==> src/ufd_pkg.sv <==
// ----------------------------------------------------------------------------
// ufd_pkg
// Shared types, constants and helpers of the form-encoded string decoder.
// ----------------------------------------------------------------------------
package ufd_pkg;

  typedef struct packed {
    logic [7:0] in_char;
    logic       final_char;
  } in_item_t;

  typedef struct packed {
    logic [7:0] out_byte;
    logic [1:0] kind;
    logic       run_last;
    logic       input_end;
  } out_item_t;

  localparam int unsigned MaxResults = 3;

  typedef struct packed {
    logic [1:0]                 cnt;
    out_item_t [MaxResults-1:0] item;
  } res_list_t;

  localparam logic [1:0] KIND_BYTE = 2'd0;
  localparam logic [1:0] KIND_END  = 2'd1;
  localparam logic [1:0] KIND_BAD  = 2'd2;

  localparam logic [7:0] CHAR_PCT   = 8'h25;
  localparam logic [7:0] CHAR_PLUS  = 8'h2B;
  localparam logic [7:0] CHAR_AMP   = 8'h26;
  localparam logic [7:0] CHAR_SPACE = 8'h20;
  localparam logic [7:0] BYTE_CR    = 8'h0D;
  localparam logic [7:0] BYTE_LF    = 8'h0A;

  typedef enum logic [6:0] {
    M_IDLE     = 7'b0000001,
    M_ESC1     = 7'b0000010,
    M_ESC2_OK  = 7'b0000100,
    M_ESC2_BAD = 7'b0001000,
    M_CR       = 7'b0010000,
    M_CR_PCT   = 7'b0100000,
    M_CR_PCT1  = 7'b1000000
  } mode_t;

  typedef struct packed {
    mode_t      mode;
    logic [3:0] nib;
  } dec_state_t;

  // Returns {is_hex, value} for one character.
  function automatic logic [4:0] hex_value(input logic [7:0] c);
    logic [4:0] r;
    r = 5'd0;
    if (c >= 8'h30 && c <= 8'h39) begin
      r = {1'b1, c[3:0]};
    end else if ((c >= 8'h41 && c <= 8'h46) || (c >= 8'h61 && c <= 8'h66)) begin
      r = {1'b1, c[3:0] + 4'd9};
    end
    return r;
  endfunction

  function automatic out_item_t mk_item(input logic [7:0] b, input logic [1:0] k,
                                        input logic e);
    out_item_t r;
    r.out_byte  = b;
    r.kind      = k;
    r.run_last  = 1'b0;
    r.input_end = e;
    return r;
  endfunction

endpackage

==> src/ufd_decode.sv <==
// ----------------------------------------------------------------------------
// ufd_decode
// Next decode state and result list for one character.
// ----------------------------------------------------------------------------
module ufd_decode (
  input  ufd_pkg::in_item_t   item_i,
  input  ufd_pkg::dec_state_t state_i,
  output ufd_pkg::dec_state_t state_o,
  output ufd_pkg::res_list_t  list_o
);
  import ufd_pkg::*;

  localparam int unsigned NumCand = 5;

  logic [7:0]               c;
  logic                     fin;
  logic [4:0]               hx;
  logic                     h_ok;
  logic [7:0]               v;
  logic                     plain_v;
  out_item_t                plain_item;
  mode_t                    mode_mid;
  logic [3:0]               nib_mid;
  out_item_t [NumCand-1:0]  cand;
  logic [NumCand-1:0]       cand_v;
  logic [1:0]               n;

  always_comb begin
    c       = item_i.in_char;
    fin     = item_i.final_char;
    hx      = hex_value(c);
    h_ok    = hx[4];
    v       = {state_i.nib, hx[3:0]};
    plain_v = (c != CHAR_PCT);
    if (c == CHAR_PLUS) begin
      plain_item = mk_item(CHAR_SPACE, KIND_BYTE, 1'b0);
    end else if (c == CHAR_AMP) begin
      plain_item = mk_item(8'd0, KIND_END, 1'b0);
    end else begin
      plain_item = mk_item(c, KIND_BYTE, 1'b0);
    end

    cand     = '0;
    cand_v   = '0;
    mode_mid = state_i.mode;
    nib_mid  = state_i.nib;

    unique case (state_i.mode)
      M_ESC1: begin
        if (h_ok) begin
          nib_mid  = hx[3:0];
          mode_mid = M_ESC2_OK;
        end else begin
          mode_mid = M_ESC2_BAD;
        end
      end
      M_ESC2_OK: begin
        mode_mid = M_IDLE;
        if (h_ok) begin
          if (v == BYTE_CR) begin
            mode_mid = M_CR;
          end else begin
            cand[0] = mk_item(v, KIND_BYTE, 1'b0);
            cand_v[0] = 1'b1;
          end
        end else begin
          cand[0] = mk_item(8'd0, KIND_BAD, 1'b0);
          cand_v[0] = 1'b1;
        end
      end
      M_ESC2_BAD: begin
        mode_mid = M_IDLE;
        cand[0] = mk_item(8'd0, KIND_BAD, 1'b0);
        cand_v[0] = 1'b1;
      end
      M_CR: begin
        if (c == CHAR_PCT) begin
          mode_mid = M_CR_PCT;
        end else begin
          mode_mid = M_IDLE;
          cand[0] = mk_item(BYTE_CR, KIND_BYTE, 1'b0);
          cand_v[0] = 1'b1;
          cand[1] = plain_item;
          cand_v[1] = 1'b1;
        end
      end
      M_CR_PCT: begin
        if (h_ok) begin
          nib_mid  = hx[3:0];
          mode_mid = M_CR_PCT1;
        end else begin
          mode_mid = M_ESC2_BAD;
          cand[0] = mk_item(BYTE_CR, KIND_BYTE, 1'b0);
          cand_v[0] = 1'b1;
        end
      end
      M_CR_PCT1: begin
        mode_mid = M_IDLE;
        cand_v[0] = 1'b1;
        if (h_ok && v == BYTE_LF) begin
          cand[0] = mk_item(BYTE_LF, KIND_BYTE, 1'b0);
        end else begin
          cand[0] = mk_item(BYTE_CR, KIND_BYTE, 1'b0);
          if (!h_ok) begin
            cand[1] = mk_item(8'd0, KIND_BAD, 1'b0);
            cand_v[1] = 1'b1;
          end else if (v == BYTE_CR) begin
            mode_mid = M_CR;
          end else begin
            cand[1] = mk_item(v, KIND_BYTE, 1'b0);
            cand_v[1] = 1'b1;
          end
        end
      end
      default: begin
        mode_mid = plain_v ? M_IDLE : M_ESC1;
        cand[0] = plain_item;
        cand_v[0] = plain_v;
      end
    endcase

    state_o.mode = mode_mid;
    state_o.nib  = nib_mid;

    if (fin) begin
      unique case (mode_mid) inside
        M_ESC1, M_ESC2_OK, M_ESC2_BAD: begin
          cand[2] = mk_item(8'd0, KIND_BAD, 1'b0);
          cand_v[2] = 1'b1;
        end
        M_CR: begin
          cand[2] = mk_item(BYTE_CR, KIND_BYTE, 1'b0);
          cand_v[2] = 1'b1;
        end
        M_CR_PCT, M_CR_PCT1: begin
          cand[2] = mk_item(BYTE_CR, KIND_BYTE, 1'b0);
          cand_v[2] = 1'b1;
          cand[3] = mk_item(8'd0, KIND_BAD, 1'b0);
          cand_v[3] = 1'b1;
        end
        default: begin
        end
      endcase
      cand[4] = mk_item(8'd0, KIND_END, 1'b1);
      cand_v[4] = 1'b1;
      state_o.mode = M_IDLE;
      state_o.nib  = 4'd0;
    end

    list_o = '0;
    n = 2'd0;
    for (int i = 0; i < NumCand; i++) begin
      if (cand_v[i] && n != 2'd3) begin
        list_o.item[n] = cand[i];
        n = n + 2'd1;
      end
    end
    if (n != 2'd0) begin
      list_o.item[n - 2'd1].run_last = 1'b1;
    end
    list_o.cnt = n;
  end

endmodule

==> src/ufd_result_buf.sv <==
// ----------------------------------------------------------------------------
// ufd_result_buf
// Holds the results of one character and hands them out one per transfer.
// ----------------------------------------------------------------------------
module ufd_result_buf (
  input  logic                clk,
  input  logic                rst_n,
  input  logic                load_i,
  input  ufd_pkg::res_list_t  list_i,
  output logic                free_o,
  output logic                out_valid,
  input  logic                out_ready,
  output ufd_pkg::out_item_t  out_data
);
  import ufd_pkg::*;

  out_item_t [MaxResults-1:0] list_r;
  logic [1:0]                 rem_r;
  logic                       take;

  assign out_valid = (rem_r != 2'd0);
  assign out_data  = list_r[0];
  assign take      = out_valid && out_ready;
  assign free_o    = (rem_r == 2'd0) || (rem_r == 2'd1 && out_ready);

  always_ff @(posedge clk) begin
    if (!rst_n) begin
      rem_r <= 2'd0;
    end else if (load_i) begin
      rem_r <= list_i.cnt;
    end else if (take) begin
      rem_r <= rem_r - 2'd1;
    end
  end

  always_ff @(posedge clk) begin
    if (load_i) begin
      list_r <= list_i.item;
    end else if (take) begin
      list_r[0] <= list_r[1];
      list_r[1] <= list_r[2];
    end
  end

endmodule

==> src/url_form_decoder.sv <==
// ----------------------------------------------------------------------------
// url_form_decoder
// Form-encoded string decoder: one raw character in, zero to three results out.
// ----------------------------------------------------------------------------
// The input channel carries one raw character per transfer with a flag on the
// last character of a string. The result channel carries decoded bytes, field
// ends and flags for dropped malformed escapes, one result per transfer, with
// run_last marking the last result of a character and input_end marking the
// field end that closes the string.
// A character is registered in the input register on acceptance and decoded
// from it; its results load into the result buffer once the buffer is free,
// which presents the first one. A new character is accepted every cycle as
// long as each yields at most one result and the receiver takes every result;
// a character with several results holds the buffer until they are taken,
// and a character with none passes through without using it.
// When the receiver stalls, the result buffer holds its contents, the input
// register fills, and in_ready drops until the buffer drains.
// Reset clears the decode state to plain characters, empties the input
// register and the result buffer, and needs no other preparation.
// ----------------------------------------------------------------------------
module url_form_decoder (
  input  logic               clk,
  input  logic               rst_n,
  input  logic               in_valid,
  output logic               in_ready,
  input  ufd_pkg::in_item_t  in_data,
  output logic               out_valid,
  input  logic               out_ready,
  output ufd_pkg::out_item_t out_data
);
  import ufd_pkg::*;

  logic       in_valid_r;
  in_item_t   in_data_r;
  dec_state_t state_r;
  dec_state_t state_nxt;
  res_list_t  list;
  logic       free;
  logic       dec_go;

  assign dec_go   = in_valid_r && free;
  assign in_ready = !in_valid_r || free;

  always_ff @(posedge clk) begin
    if (!rst_n) begin
      in_valid_r <= 1'b0;
    end else if (in_valid && in_ready) begin
      in_valid_r <= 1'b1;
    end else if (dec_go) begin
      in_valid_r <= 1'b0;
    end
  end

  always_ff @(posedge clk) begin
    if (in_valid && in_ready) begin
      in_data_r <= in_data;
    end
  end

  always_ff @(posedge clk) begin
    if (!rst_n) begin
      state_r.mode <= M_IDLE;
      state_r.nib  <= 4'd0;
    end else if (dec_go) begin
      state_r <= state_nxt;
    end
  end

  ufd_decode u_decode (
    .item_i  (in_data_r),
    .state_i (state_r),
    .state_o (state_nxt),
    .list_o  (list)
  );

  ufd_result_buf u_result_buf (
    .clk       (clk),
    .rst_n     (rst_n),
    .load_i    (dec_go),
    .list_i    (list),
    .free_o    (free),
    .out_valid (out_valid),
    .out_ready (out_ready),
    .out_data  (out_data)
  );

endmodule

==> config.mk <==
export PLATFORM = sky130hd
export DESIGN_NAME = url_form_decoder
export DESIGN_NICKNAME = d
export VERILOG_FILES = /design/src/ufd_pkg.sv /design/src/ufd_decode.sv /design/src/ufd_result_buf.sv /design/src/url_form_decoder.sv
export SDC_FILE = /design/constraint.sdc
export NUM_CORES = 1
export LEC_CHECK = 0
export BUFFER_PORTS_ARGS = -buffer_cell sky130_fd_sc_hd__buf_2
export CAP_MARGIN = 30
export CORE_UTILIZATION = 50
export CTS_CLUSTER_SIZE = 20
export DETAILED_ROUTE_END_ITERATION = 10
export PLACE_DENSITY_LB_ADDON = 0.12
export RECOVER_POWER = 50
export REMOVE_ABC_BUFFERS = 1
export SLEW_MARGIN = 20
export SYNTH_ARGS = -nofsm -noshare
export SYNTH_HDL_FRONTEND = slang
export SYNTH_HIERARCHICAL = 1
export SYNTH_SLANG_ARGS = --single-unit
==> constraint.sdc <==
create_clock -name clk -period 7.5 [get_ports clk]
set_clock_uncertainty 0.1 [all_clocks]
set_input_delay 1.5 -clock clk [delete_from_list [all_inputs] [get_ports clk]]
set_output_delay 1.5 -clock clk [all_outputs]
set_load 0.05 [all_outputs]
# == Word-level counts from Yosys, hierarchy flattened ==
# Cells that the tools add are included.
# word_totals
wordCells,167
reg_bits,59
input_bits,13
# classes
add_sub_neg,7
n_eq_ne,23
n_reduce_logical,35
order_cmp,16
muxes,68
# op_table
op,count
36-bit bitwise mux,5
36-bit 2-to-1 mux,5
12-bit demux with 2-bit select,5
12-bit 2-to-1 mux,10
24-bit 2-to-1 mux,3
12-bit one-hot mux with 6 select lines,1
7-bit one-hot mux with 6 select lines,1
7-bit 2-to-1 mux,4
27-bit 2-to-1 mux,1
8-bit by 6-bit == test with 1-bit output (second input constant),3
12-bit one-hot mux with 2 select lines,1
2-bit 2-to-1 mux,9
1-bit logical AND,17
8-bit by 4-bit == test with 1-bit output (second input constant),2
8-bit by 7-bit >= comparator with 1-bit output (second input constant),2
8-bit by 7-bit less-or-equal comparator with 1-bit output (second input constant),2
4-bit 2-to-1 mux,4
8-bit one-hot mux with 2 select lines,1
5-bit 2-to-1 mux,3
7-bit by 2-bit == test with 1-bit output (second input constant),2
7-bit by 3-bit == test with 1-bit output (second input constant),2
7-bit by 4-bit == test with 1-bit output (second input constant),2
7-bit by 5-bit == test with 1-bit output (second input constant),2
7-bit by 6-bit == test with 1-bit output (second input constant),2
30 further kinds,60

# == Logic depth before layout (Yosys ltp) ==
# Gate-level depths: netlist (run 1).
# depth
word_depth,30
depth_mapped,26

# == Cells and area by module ==
# Netlist (run 1), hierarchy kept.
# by_module_without_submodules
mod,area_per_inst_um2,cells_each,seq_area_each_um2,instances
ufd_result_buf,1706.6,94,1121.1,1
ufd_decode,1675.4,255,0.0,1
url_form_decoder,778.2,64,510.5,1

# == Worst setup path before layout (run 1) ==
# Ideal clock, no wire load.
# synth_timing
kind,flip-flop to flip-flop
startpoint,reg in_data_r[4] in the netlist's numbering
endpoint,"reg u_result_buf.list_r (netlist bit u_result_buf/out_data[4]), data pin"
n_path_buf,2
setup_time_ns,0.260
path_stages_with_launch,25
t_arrival_ns,5.520
path_slack_ns,1.620
path_cell_list,edfxtp_1 buf_6 or4b_4 a311oi_4 o21ai_2 or3_1 o21ai_1 o21ai_0 ha_1 o21ai_0 o21ai_0 ha_1 nand2b_1 a21oi_1 clkbuf_1 xnor2_1 inv_1 ha_1 nor2b_1 and2_1 a21oi_1 nand3b_1 a221o_1 nand2_1 mux2_4
# synth_rtl
element,line_no,text
start: declaration,url_form_decoder.sv:34,in_item_t in_data_r;
start signal: assignment,url_form_decoder.sv:56,in_data_r <= in_data;
end signal: assignment,ufd_result_buf.sv:38,list_r <= list_i.item;
end: declaration,ufd_result_buf.sv:17,out_item_t [MaxResults-1:0] list_r;

==> flow_metrics.py, run 1 <==
metrics = {
    "logic_synthesis": {
        "synth_edf_count": 45,
        "synth_area_sq_um": 4160,
        "synth.avg_cell_area_sq_um": 10.07,
        "synth_ff_type": "edfxtp_1",
        "async_reset_ff_share_pct": 0,
        "netlist_instances": 413,
        "synth_warnings": 6,
        "ys_types": 74,
        "ys_seq_area_share_pct": 39.22,
        "synth_seq_cells": 59,
    },
    "cts": {
        "clockRootBuffer": "clkbuf_8",
        "clkTransAtPathRegs_ns": 0.07,
        "clock_latency_ns": 0.34,
        "cts_resized": 0,
        "postCtsSetupRepairBufs": 0,
        "clock-sinks": 59,
        "cts_buffers": 9,
        "clockBufferDepth": 2,
        "hold_buffers": 0,
        "cts_tree": "yes",
        "cts_max_level": 3,
    },
    "setup_path": {
        "worstPathArrival_ns": 6.48,
        "crit_required_ns": 7.48,
        "cp_max_fo": 13,
        "cp-start-kind": "flop",
        "reg2reg_depth": 25,
        "crit_type": "flop to flop",
        "critPathCaptureType": "flop",
    },
    "placement": {
        "dp_hpwl_mm": 6.350,
        "placed_cells": 507,
        "io_buffers": 26,
        "gp_congestion": 0.9131,
    },
    "drt": {
        "avgViaCountPerCell": 5.870,
        "via_count": 3070,
        "firstDrtPassIters": 5,
        "drc": 0,
        "routedWlPerCell_um": 16.61,
        "ant_nets": 0,
        "wirelength_mm": 8.689,
        "drtIter0Drc": 286,
    },
    "cells_and_area": {
        "layout_common_cells": "edfxtp_1 (45), nor2_1 (36), nand2_1 (35), o21ai_0 (20), ha_1 (19)",
        "drive_gt1_share_pct": 17.58,
        "fin_cells": 523,
        "seqCellArea_sq_um": 1632,
        "fill_cells": 704,
        "multi_input_area_sq_um": 2172,
        "fin_nets": 448,
        "final_common_cell": "edfxtp_1",
        "syn2layout_area_growth_pct": 4.181,
        "n_antenna_cell": 0,
    },
    "grt": {
        "grt_max_degree": 51,
        "met1_usage_pct": 29.86,
        "overflow": 0,
        "use_met2_pct": 33.15,
        "grt_pass1_wl_mm": 14.53,
        "gr-usage-met3_pct": 6.098,
        "antenna_found_initial": 0,
        "grt_use_total_pct": 21.80,
        "busiest_layer": "met2",
        "first_global_vias": 2904,
    },
    "power_and_ir_drop": {
        "ir_drop_uv": 131.7,
        "power_density_nw_per_um2": 233.5,
        "leakagePower_nw": 1.663,
    },
    "timing": {
        "slew_viol_final": 76,
        "hold_viol": 0,
        "worst_slew_pin_slew_ns": 3.650,
        "fmax_mhz": 154.0,
        "slew-limit-headroom_pct": -143.3,
        "timing.hold.ws_ns": 0.4415,
        "setup_tns_ns": 0,
        "timing.final.crit_share_pct": 86.59,
        "finalSetupViolCount": 0,
        "rsz0062_at_grt": "false",
        "min_period_ns": 6.494,
    },
    "die": {
        "die_h_um": 93.22,
        "core_area_sq_um": 7888,
        "die_area_sq_um": 8689,
        "die_w_um": 93.22,
        "num_io_pins": 27,
        "start_util_pct": 52.74,
        "row_count": 32,
    },
    "flow_run": {
        "maxCapViolCount": 2,
    },
    "run_status": {
        "outcome": "finished with violations",
        "violations": "max-capacitance violations, max-slew violations",
    },
    "worst_hold_path": {
        "min_path_cells": 1,
        "hold_class": "flop to flop",
    },
}
synth_stat cells, drive strengths merged, types with 10 or more instances:
cell,n,area share (%)
a21oi,13,1.6
buf,32,6.3
dfxtp,14,6.7
edfxtp,45,32
ha,19,5.7
inv,18,1.6
mux2,24,8.1
nand2,35,3.2
nand4,10,1.5
nor2,37,3.4
nor3,10,1.2
o21ai,27,4.1
critical path, cell delays in order (launching register included):
cell and delay, ns:
edfxtp_1 0.49, inv_1 0.17, ha_1 0.23, o21bai_1 0.15
a21oi_1 0.43, o221ai_1 0.33, o31ai_1 0.49, a31oi_1 0.32
ha_1 0.44, nand2b_1 0.12, mux2i_2 0.25, inv_2 0.13
ha_1 0.22, nand2b_1 0.14, a21oi_1 0.15, buf_4 0.21
xnor2_1 0.18, inv_1 0.10, ha_1 0.21, nor2b_1 0.34
and2_1 0.27, a21oi_1 0.10, nand3b_1 0.17, a221o_1 0.13
nand2_1 0.06, mux2_4 0.25
area by class of cell:
class / count / area share, %
clock inverter: 6 / 1.848
inverter: 18 / 1.559
tap: 102 / 2.945
multi-input combinational: 300 / 50.12
clock buffer: 10 / 2.945
timing repair buffer: 28 / 2.945
sequential: 59 / 37.64
cell families (layout without fill, tap and decap cells):
logic type	after synthesis	after routing	share of synthesized area [%]
AOI/OAI and AO/OA	85	85	15.13
xor gates and xnor gates	7	7	1.835
adders and majority gates	19	19	5.714
buffers and inverters	58	62	8.631
DFF	59	59	39.22
muxes	28	28	9.173
other	1	5	0.09014
and+or+nand+nor	156	156	20.21
final timing paths:
check,start,to,slack [ns]
max,in_data_r[2]$_DFFE_PP_,u_result_buf/out_data[4]$_DFFE_PP_,1.01
min,u_result_buf/list_r[17]$_DFFE_PP_,u_result_buf/out_data[5]$_DFFE_PP_,0.44
max reg2reg,in_data_r[2]$_DFFE_PP_,u_result_buf/out_data[4]$_DFFE_PP_,1.01
min reg2reg,u_result_buf/list_r[17]$_DFFE_PP_,u_result_buf/out_data[5]$_DFFE_PP_,0.44
registers in the layout, indices dropped and copies added (netlist names):
name / cells
u_result_buf/list_r: 24
u_result_buf/rem_r: 2
in_data_r: 9
u_result_buf/out_data: 12
state_r: 11
in_valid_r: 1
routing by layer:
| layer | part of all wire (%) | vias up | wire length (um) |
|---|---|---|---|
| li1 | - | 1491 | - |
| met1 | 47 | 1453 | 4080 |
| met2 | 45 | 109 | 3948 |
| met3 | 5.9 | 17 | 514 |
| met4 | 1.7 | 0 | 145 |
| met5 | 0 | - | 0 |
power breakdown:
part           switching (mW)  internal (mW)
registers              0.0238          0.423
logic                   0.169         0.0880
clock network           0.124          0.184
total                   0.317          0.695
through the flow:
| stage | area (sq um) | utilization [%] | power [mW] | setup slack, ns |
|---|---|---|---|---|
| 2_1_floorplan | 3884 | - | 0.6510 | 1.523 |
| 3_3_place_gp | 4156 | 52.70 | 0.7047 | 1.334 |
| 3_5_place_dp | 4156 | 52.70 | 0.7096 | 1.124 |
| 4_1_cts | 4364 | 55.33 | 1.021 | 1.073 |
| 5_1_grt | 4334 | 54.95 | 1.063 | 0.3908 |
| 6_report | 4334 | 54.95 | 1.012 | 1.006 |
No activity file was read; power rests on OpenSTA's default activity.
==> inputs of run 2 (changes only) <==
--- a/config.mk
+++ b/config.mk
@@ -7,7 +7,7 @@
 export LEC_CHECK = 0
 export BUFFER_PORTS_ARGS = -buffer_cell sky130_fd_sc_hd__buf_2
 export CAP_MARGIN = 30
-export CORE_UTILIZATION = 50
+export CORE_UTILIZATION = 60
 export CTS_CLUSTER_SIZE = 20
 export DETAILED_ROUTE_END_ITERATION = 10
 export PLACE_DENSITY_LB_ADDON = 0.12
==> run 2 against run 1 <==
The run still ends with max-capacitance violations, max-slew violations left; wire length fell by 1.1%; global-route usage rose by 3.3 points; clock power fell by 11%; flip-flop and latch count did not move; clock-buffer cell count did not move; largest cell class unchanged.
==> flow_metrics.py, run 2 (same netlist as run 1, synthesis figures left out) <==
metrics = {
    "setup_path": {
        "cp_max_fo": 13,
        "cpMaxStageDelayCell": "nor2_1",
        "crit_type": "flop to flop",
        "cp_slowest_stage_delay_ns": 0.56,
        "crit_path_start": "in_data_r[1]$_DFFE_PP_",
        "crit_path_cell_trace": "inv_1 -> ha_1 -> nor3b_1 -> a311oi_4 -> nor2_1 -> a21oi_1 -> a31oi_1 -> ha_1 -> o21ai_0 -> o21ai_0 -> ha_1 -> nand2b_1 -> a21oi_1 -> buf_4 -> xnor2_1 -> inv_1 -> ha_1 -> nor2b_1 -> and2_1 -> a21oi_1 -> nand3b_1 -> a221o_1 -> nand2_1 -> mux2_4",
        "critPathBufInv": 3,
        "crit_required_ns": 7.47,
        "path_delay_family": "simple AND/OR/NAND/NOR gates",
        "cp-start-kind": "flop",
        "r2r_start": "in_data_r[1]$_DFFE_PP_",
        "critPathCaptureType": "flop",
        "worstPathArrival_ns": 6.66,
        "cpMostUsedCell": "ha_1",
    },
    "grt": {
        "antenna_found_initial": 0,
        "grt_use_total_pct": 25.12,
        "grt_max_degree": 51,
        "grt_pass1_wl_mm": 14.15,
        "first_global_vias": 2902,
        "overflow": 0,
    },
    "die": {
        "die_h_um": 85.27,
        "num_io_pins": 27,
        "row_count": 29,
        "die_area_sq_um": 7271,
        "die_w_um": 85.27,
        "start_util_pct": 63.70,
        "core_area_sq_um": 6531,
    },
    "timing": {
        "hold_viol": 0,
        "fmax_mhz": 149.6,
        "timing.hold.ws_ns": 0.4464,
        "slew-limit-headroom_pct": -128.4,
        "worst_slew_pin_slew_ns": 3.426,
        "setup_tns_ns": 0,
        "finalSetupViolCount": 0,
        "min_period_ns": 6.686,
        "timing.final.crit_share_pct": 89.15,
        "rsz0062_at_grt": "false",
        "slew_viol_final": 76,
    },
    "drt": {
        "avgViaCountPerCell": 6.122,
        "routedWlPerCell_um": 17.26,
        "drtIter0Drc": 319,
        "wirelength_mm": 8.596,
        "ant_nets": 0,
        "drc": 0,
        "met3_length_um": 414,
        "firstDrtPassIters": 4,
        "via_count": 3049,
        "wirelength_met1_mm": 4.151,
        "top_layer": "met4",
        "met2_wirelength_mm": 3.952,
    },
    "cells_and_area": {
        "largest_register_ffs": 24,
        "syn2layout_area_growth_pct": 2.586,
        "n_antenna_cell": 0,
        "finish.utilization_pct": 65.34,
        "final_common_cell": "edfxtp_1",
        "top_register": "u_result_buf/list_r",
        "drive_gt1_share_pct": 17.34,
        "fin_nets": 448,
        "layout_common_cells": "edfxtp_1 (45), nor2_1 (36), nand2_1 (35), o21ai_0 (22), ha_1 (19)",
    },
    "power_and_ir_drop": {
        "ir_drop_uv": 173.4,
        "p_int_uw": 661.0,
        "power_density_nw_per_um2": 229.1,
        "power_frac_seq_pct": 45.7,
        "switching_share_pct": 32.39,
        "share_comb_of_total_power_pct": 26.1,
        "leakagePower_nw": 1.650,
        "power.net_switching_uw": 316.7,
        "clockPowerShare_pct": 28.2,
    },
    "flow_run": {
        "maxCapViolCount": 2,
    },
    "cts": {
        "clkTransAtPathRegs_ns": 0.07,
        "postCtsSetupRepairBufs": 0,
        "clockRootBuffer": "clkbuf_8",
        "clockBufferDepth": 2,
        "cts_buffers": 9,
        "cts_max_level": 3,
        "cts_tree": "yes",
        "clock-sinks": 59,
        "cts_resized": 0,
        "hold_buffers": 0,
        "clock_latency_ns": 0.34,
    },
    "worst_hold_path": {
        "hold_class": "flop to flop",
        "min_from": "u_result_buf/list_r[23]$_DFFE_PP_",
    },
    "run_status": {
        "violations": "max-capacitance violations, max-slew violations",
        "outcome": "finished with violations",
    },
    "placement": {
        "gp_congestion": 0.9327,
        "io_buffers": 26,
        "dp_hpwl_mm": 6.316,
    },
}
-- run 2: through the flow --
stage / instance area, sq um / cells / total power, mW / setup WS [ns]
2_1_floorplan: 3884 / 377 / 0.6510 / 1.523
3_3_place_gp: 4118 / 481 / 0.7033 / 1.247
3_5_place_dp: 4118 / 481 / 0.7086 / 0.9629
4_1_cts: 4302 / 497 / 0.9838 / 0.9162
5_1_grt: 4268 / 498 / 1.023 / 0.2850
6_report: 4268 / 498 / 0.9777 / 0.8135
-- run 2: path summary, 6_finish.rpt --
kind / to / slack (ns) / cells past startpoint
setup / recovery: u_result_buf/out_data[6]$_DFFE_PP_ / 0.81 / 24
hold / removal: u_result_buf/out_data[11]$_DFFE_PP_ / 0.45 / 1
setup reg to reg: u_result_buf/out_data[6]$_DFFE_PP_ / 0.81 / 24
hold reg to reg: u_result_buf/out_data[11]$_DFFE_PP_ / 0.45 / 1
-- run 2: power by group through the flow --
stage,logic [mW],clock network [mW],registers (mW)
floorplan,0.144,0,0.507
global placement,0.254,0,0.450
detailed placement,0.258,0,0.451
CTS,0.258,0.281,0.444
global route,0.275,0.295,0.453
finish,0.256,0.276,0.447
-- run 2: final cells by class --
type / instances / area [sq um]
Clock buffer: 10 / 127.6
Timing Repair Buffer: 28 / 125.1
Tap cell: 77 / 96.34
Clock inverter: 6 / 56.30
Multi-Input combinational cell: 300 / 2163
Inverter: 18 / 67.56
Sequential cell: 59 / 1632
Fill cell: 561 / 2263
-- run 2: layer usage --
layer  GRT usage, %  vias to the layer above
met5              0                        -
met4          7.879                        0
met3          6.031                       10
met2          40.18                      103
met1          33.89                     1450
li1               -                     1486
==> inputs of run 3 (changes only) <==
--- a/config.mk
+++ b/config.mk
@@ -16,5 +16,4 @@
 export SLEW_MARGIN = 20
 export SYNTH_ARGS = -nofsm -noshare
 export SYNTH_HDL_FRONTEND = slang
-export SYNTH_HIERARCHICAL = 1
 export SYNTH_SLANG_ARGS = --single-unit
==> run 3 against run 2 <==
The flow now finishes without violations; wire length down 5.8%; worst hold slack worse by 0.0043 ns; combinational power is 16% lower; die area down 15%; critical endpoint is now u_result_buf.out_data[4]$_DFFE_PP_.
==> flow_metrics.py, run 3 <==
metrics = {
    "logic_synthesis": {
        "post-synth-top-count-cell": "edfxtp_1",
        "synthTopCellsByArea": "edfxtp_1 (32%), dfxtp_1 (8.0%), ha_1 (6.4%), nand2_1 (3.7%), nor2_1 (3.0%)",
        "yosysTopAreaCellShare_pct": 31.55,
        "synth_seq_cells": 51,
        "ys_seq_area_share_pct": 39.50,
        "netlist_instances": 372,
        "synth.avg_cell_area_sq_um": 9.468,
        "synth_top_area_cell": "edfxtp_1",
        "synth.top_cells.by_count": "edfxtp_1 (37), nand2_1 (35), nor2_1 (28)",
        "synth_edf_count": 37,
        "synth_area_sq_um": 3522,
        "synth_ff_type": "edfxtp_1",
        "synth_warnings": 0,
        "ys_types": 70,
        "async_reset_ff_share_pct": 0,
    },
    "timing": {
        "worst_slew_pin_slew_ns": 1.038,
        "timing.final.crit_share_pct": 93.45,
        "final.setup.worst_slack_ns": 0.4910,
        "min_period_ns": 7.009,
        "fmax_mhz": 142.7,
        "slew-limit-headroom_pct": 30.81,
        "setup_tns_ns": 0,
        "finalSetupViolCount": 0,
        "slew_viol_final": 0,
        "hold_viol": 0,
        "timing.hold.ws_ns": 0.4420,
    },
    "setup_path": {
        "worstPathArrival_ns": 7.09,
        "crit_required_ns": 7.58,
        "critPathCaptureType": "flop",
        "cp_max_fo": 8,
        "crit_type": "flop to flop",
        "reg2reg_depth": 27,
        "cp-start-kind": "flop",
    },
    "die": {
        "start_util_pct": 63.19,
        "die_h_um": 78.62,
        "core_area_sq_um": 5574,
        "die_area_sq_um": 6180,
        "row_count": 27,
        "die_w_um": 78.62,
        "num_io_pins": 27,
    },
    "cells_and_area": {
        "finish.utilization_pct": 66.69,
        "top_register": "u_result_buf.list_r",
        "final_common_cell": "edfxtp_1",
        "largest_register_ffs": 16,
        "n_antenna_cell": 0,
        "layout_common_cells": "edfxtp_1 (37), nand2_1 (35), nor2_1 (28), inv_1 (20), ha_1 (18)",
        "fill_cells": 472,
        "syn2layout_area_growth_pct": 5.542,
        "drive_gt1_share_pct": 12.01,
        "fin_nets": 413,
    },
    "drt": {
        "wirelength_mm": 8.101,
        "ant_nets": 0,
        "avgViaCountPerCell": 6.360,
        "drc": 0,
        "via_count": 2894,
        "routedWlPerCell_um": 17.80,
        "drtIter0Drc": 294,
        "firstDrtPassIters": 5,
    },
    "grt": {
        "grt_max_degree": 31,
        "antenna_found_initial": 0,
        "first_global_vias": 2678,
        "overflow": 0,
        "grt_pass1_wl_mm": 13.33,
        "grt_use_total_pct": 27.98,
    },
    "placement": {
        "io_buffers": 26,
        "dp_hpwl_mm": 6.110,
        "place_ws_ns": 0.2725,
        "gp_congestion": 0.9201,
    },
    "cts": {
        "cts_max_level": 2,
        "cts_tree": "yes",
        "clock-sinks": 51,
        "hold_buffers": 0,
        "clock_latency_ns": 0.31,
        "clockBufferDepth": 2,
        "cts_buffers": 5,
        "clkTransAtPathRegs_ns": 0.10,
        "clockRootBuffer": "clkbuf_8",
    },
    "power_and_ir_drop": {
        "power_density_nw_per_um2": 212.9,
        "leakagePower_nw": 1.372,
        "ir_drop_uv": 124.8,
        "power.total_uw": 791.4,
    },
    "worst_hold_path": {
        "min_path_cells": 2,
        "hold_class": "flop to flop",
    },
    "flow_run": {
        "maxCapViolCount": 0,
    },
    "run_status": {
        "outcome": "complete, no violations",
    },
}
run 3: cell count changes after synthesis, sizes merged, moves of 7 or more:
cell / previous run / this run
edfxtp: 45 / 37
o21ai: 27 / 20
mux2: 24 / 1
buf: 32 / 18
nor2: 37 / 28
nand4: 10 / 3
a22o: 0 / 9
run 3: logic make-up after synthesis:
kind of cell	after synthesis	share of synthesized area, %
AND/OR/NAND/NOR	140	21.71
AO/OA/AOI/OAI	106	22.95
flip-flops	51	39.50
buffers and inverters	47	6.643
adder cells (fa/ha/maj)	18	6.394
XOR/XNOR	5	1.244
multiplexers	5	1.563
run 3: path summary, 6_finish.rpt:
path,from,end,slack (ns)
max,in_data_r[2]$_DFFE_PP_,u_result_buf.out_data[4]$_DFFE_PP_,0.49
min,in_valid_r$_SDFFE_PN0P_,in_valid_r$_SDFFE_PN0P_,0.44
max reg2reg,in_data_r[2]$_DFFE_PP_,u_result_buf.out_data[4]$_DFFE_PP_,0.49
min reg2reg,in_valid_r$_SDFFE_PN0P_,in_valid_r$_SDFFE_PN0P_,0.44
run 3: critical path: stages (launching register included):
cell and delay, ns:
edfxtp_1 0.48, inv_1 0.13, ha_1 0.24, or3b_1 0.39
a211o_1 0.31, a22oi_2 0.30, nor4b_4 0.45, o32ai_1 0.17
a21o_1 0.22, nand2b_1 0.22, ha_1 0.37, inv_1 0.10
nor2_1 0.15, nand2_1 0.11, o21ai_0 0.18, inv_1 0.13
ha_1 0.22, nand2b_1 0.15, a21oi_2 0.31, inv_1 0.20
a221oi_4 0.50, ha_1 0.27, nor2b_2 0.09, a21oi_1 0.28
nand2_1 0.13, a31oi_2 0.29, and2_1 0.24, a221o_1 0.15
run 3: metal layers:
metal	wire length, um	up-vias	GRT usage, %	part of all wire (%)
li1	-	1400	-	-
met1	3694	1349	38.33	46
met2	3683	132	43.83	45
met3	608	13	5.814	7.5
met4	114	0	9.259	1.4
met5	0	-	0	0
run 3: timing repair:
item	4_1_cts	5_1_grt
setup buffers	0	2
resized for setup	0	3
setup endpoints to repair	0	15
run 3: area by class of cell:
class	count	area, sq um	share of cell area (%)
flip-flops and latches	51	1391	37.43
clock inverters	3	43.79	1.178
multi-input cells	274	1909	51.36
clock buffers	5	68.82	1.851
repair buffers	30	138.9	3.736
well taps	72	90.09	2.423
inverters	20	75.07	2.020
run 3: where the power goes:
part | switching (mW) | leakage [nW] | internal, mW
logic | 0.160 | 0.842 | 0.0559
registers | 0.0201 | 0.472 | 0.361
clock network | 0.0949 | 0.0581 | 0.0995
total | 0.275 | 1.37 | 0.517
run 3: stage by stage:
stage,std cells,area [sq um]
after floorplan,345,3363
after global placement,444,3591
after detailed placement,444,3591
after CTS,452,3704
after global routing,455,3717
final,455,3717
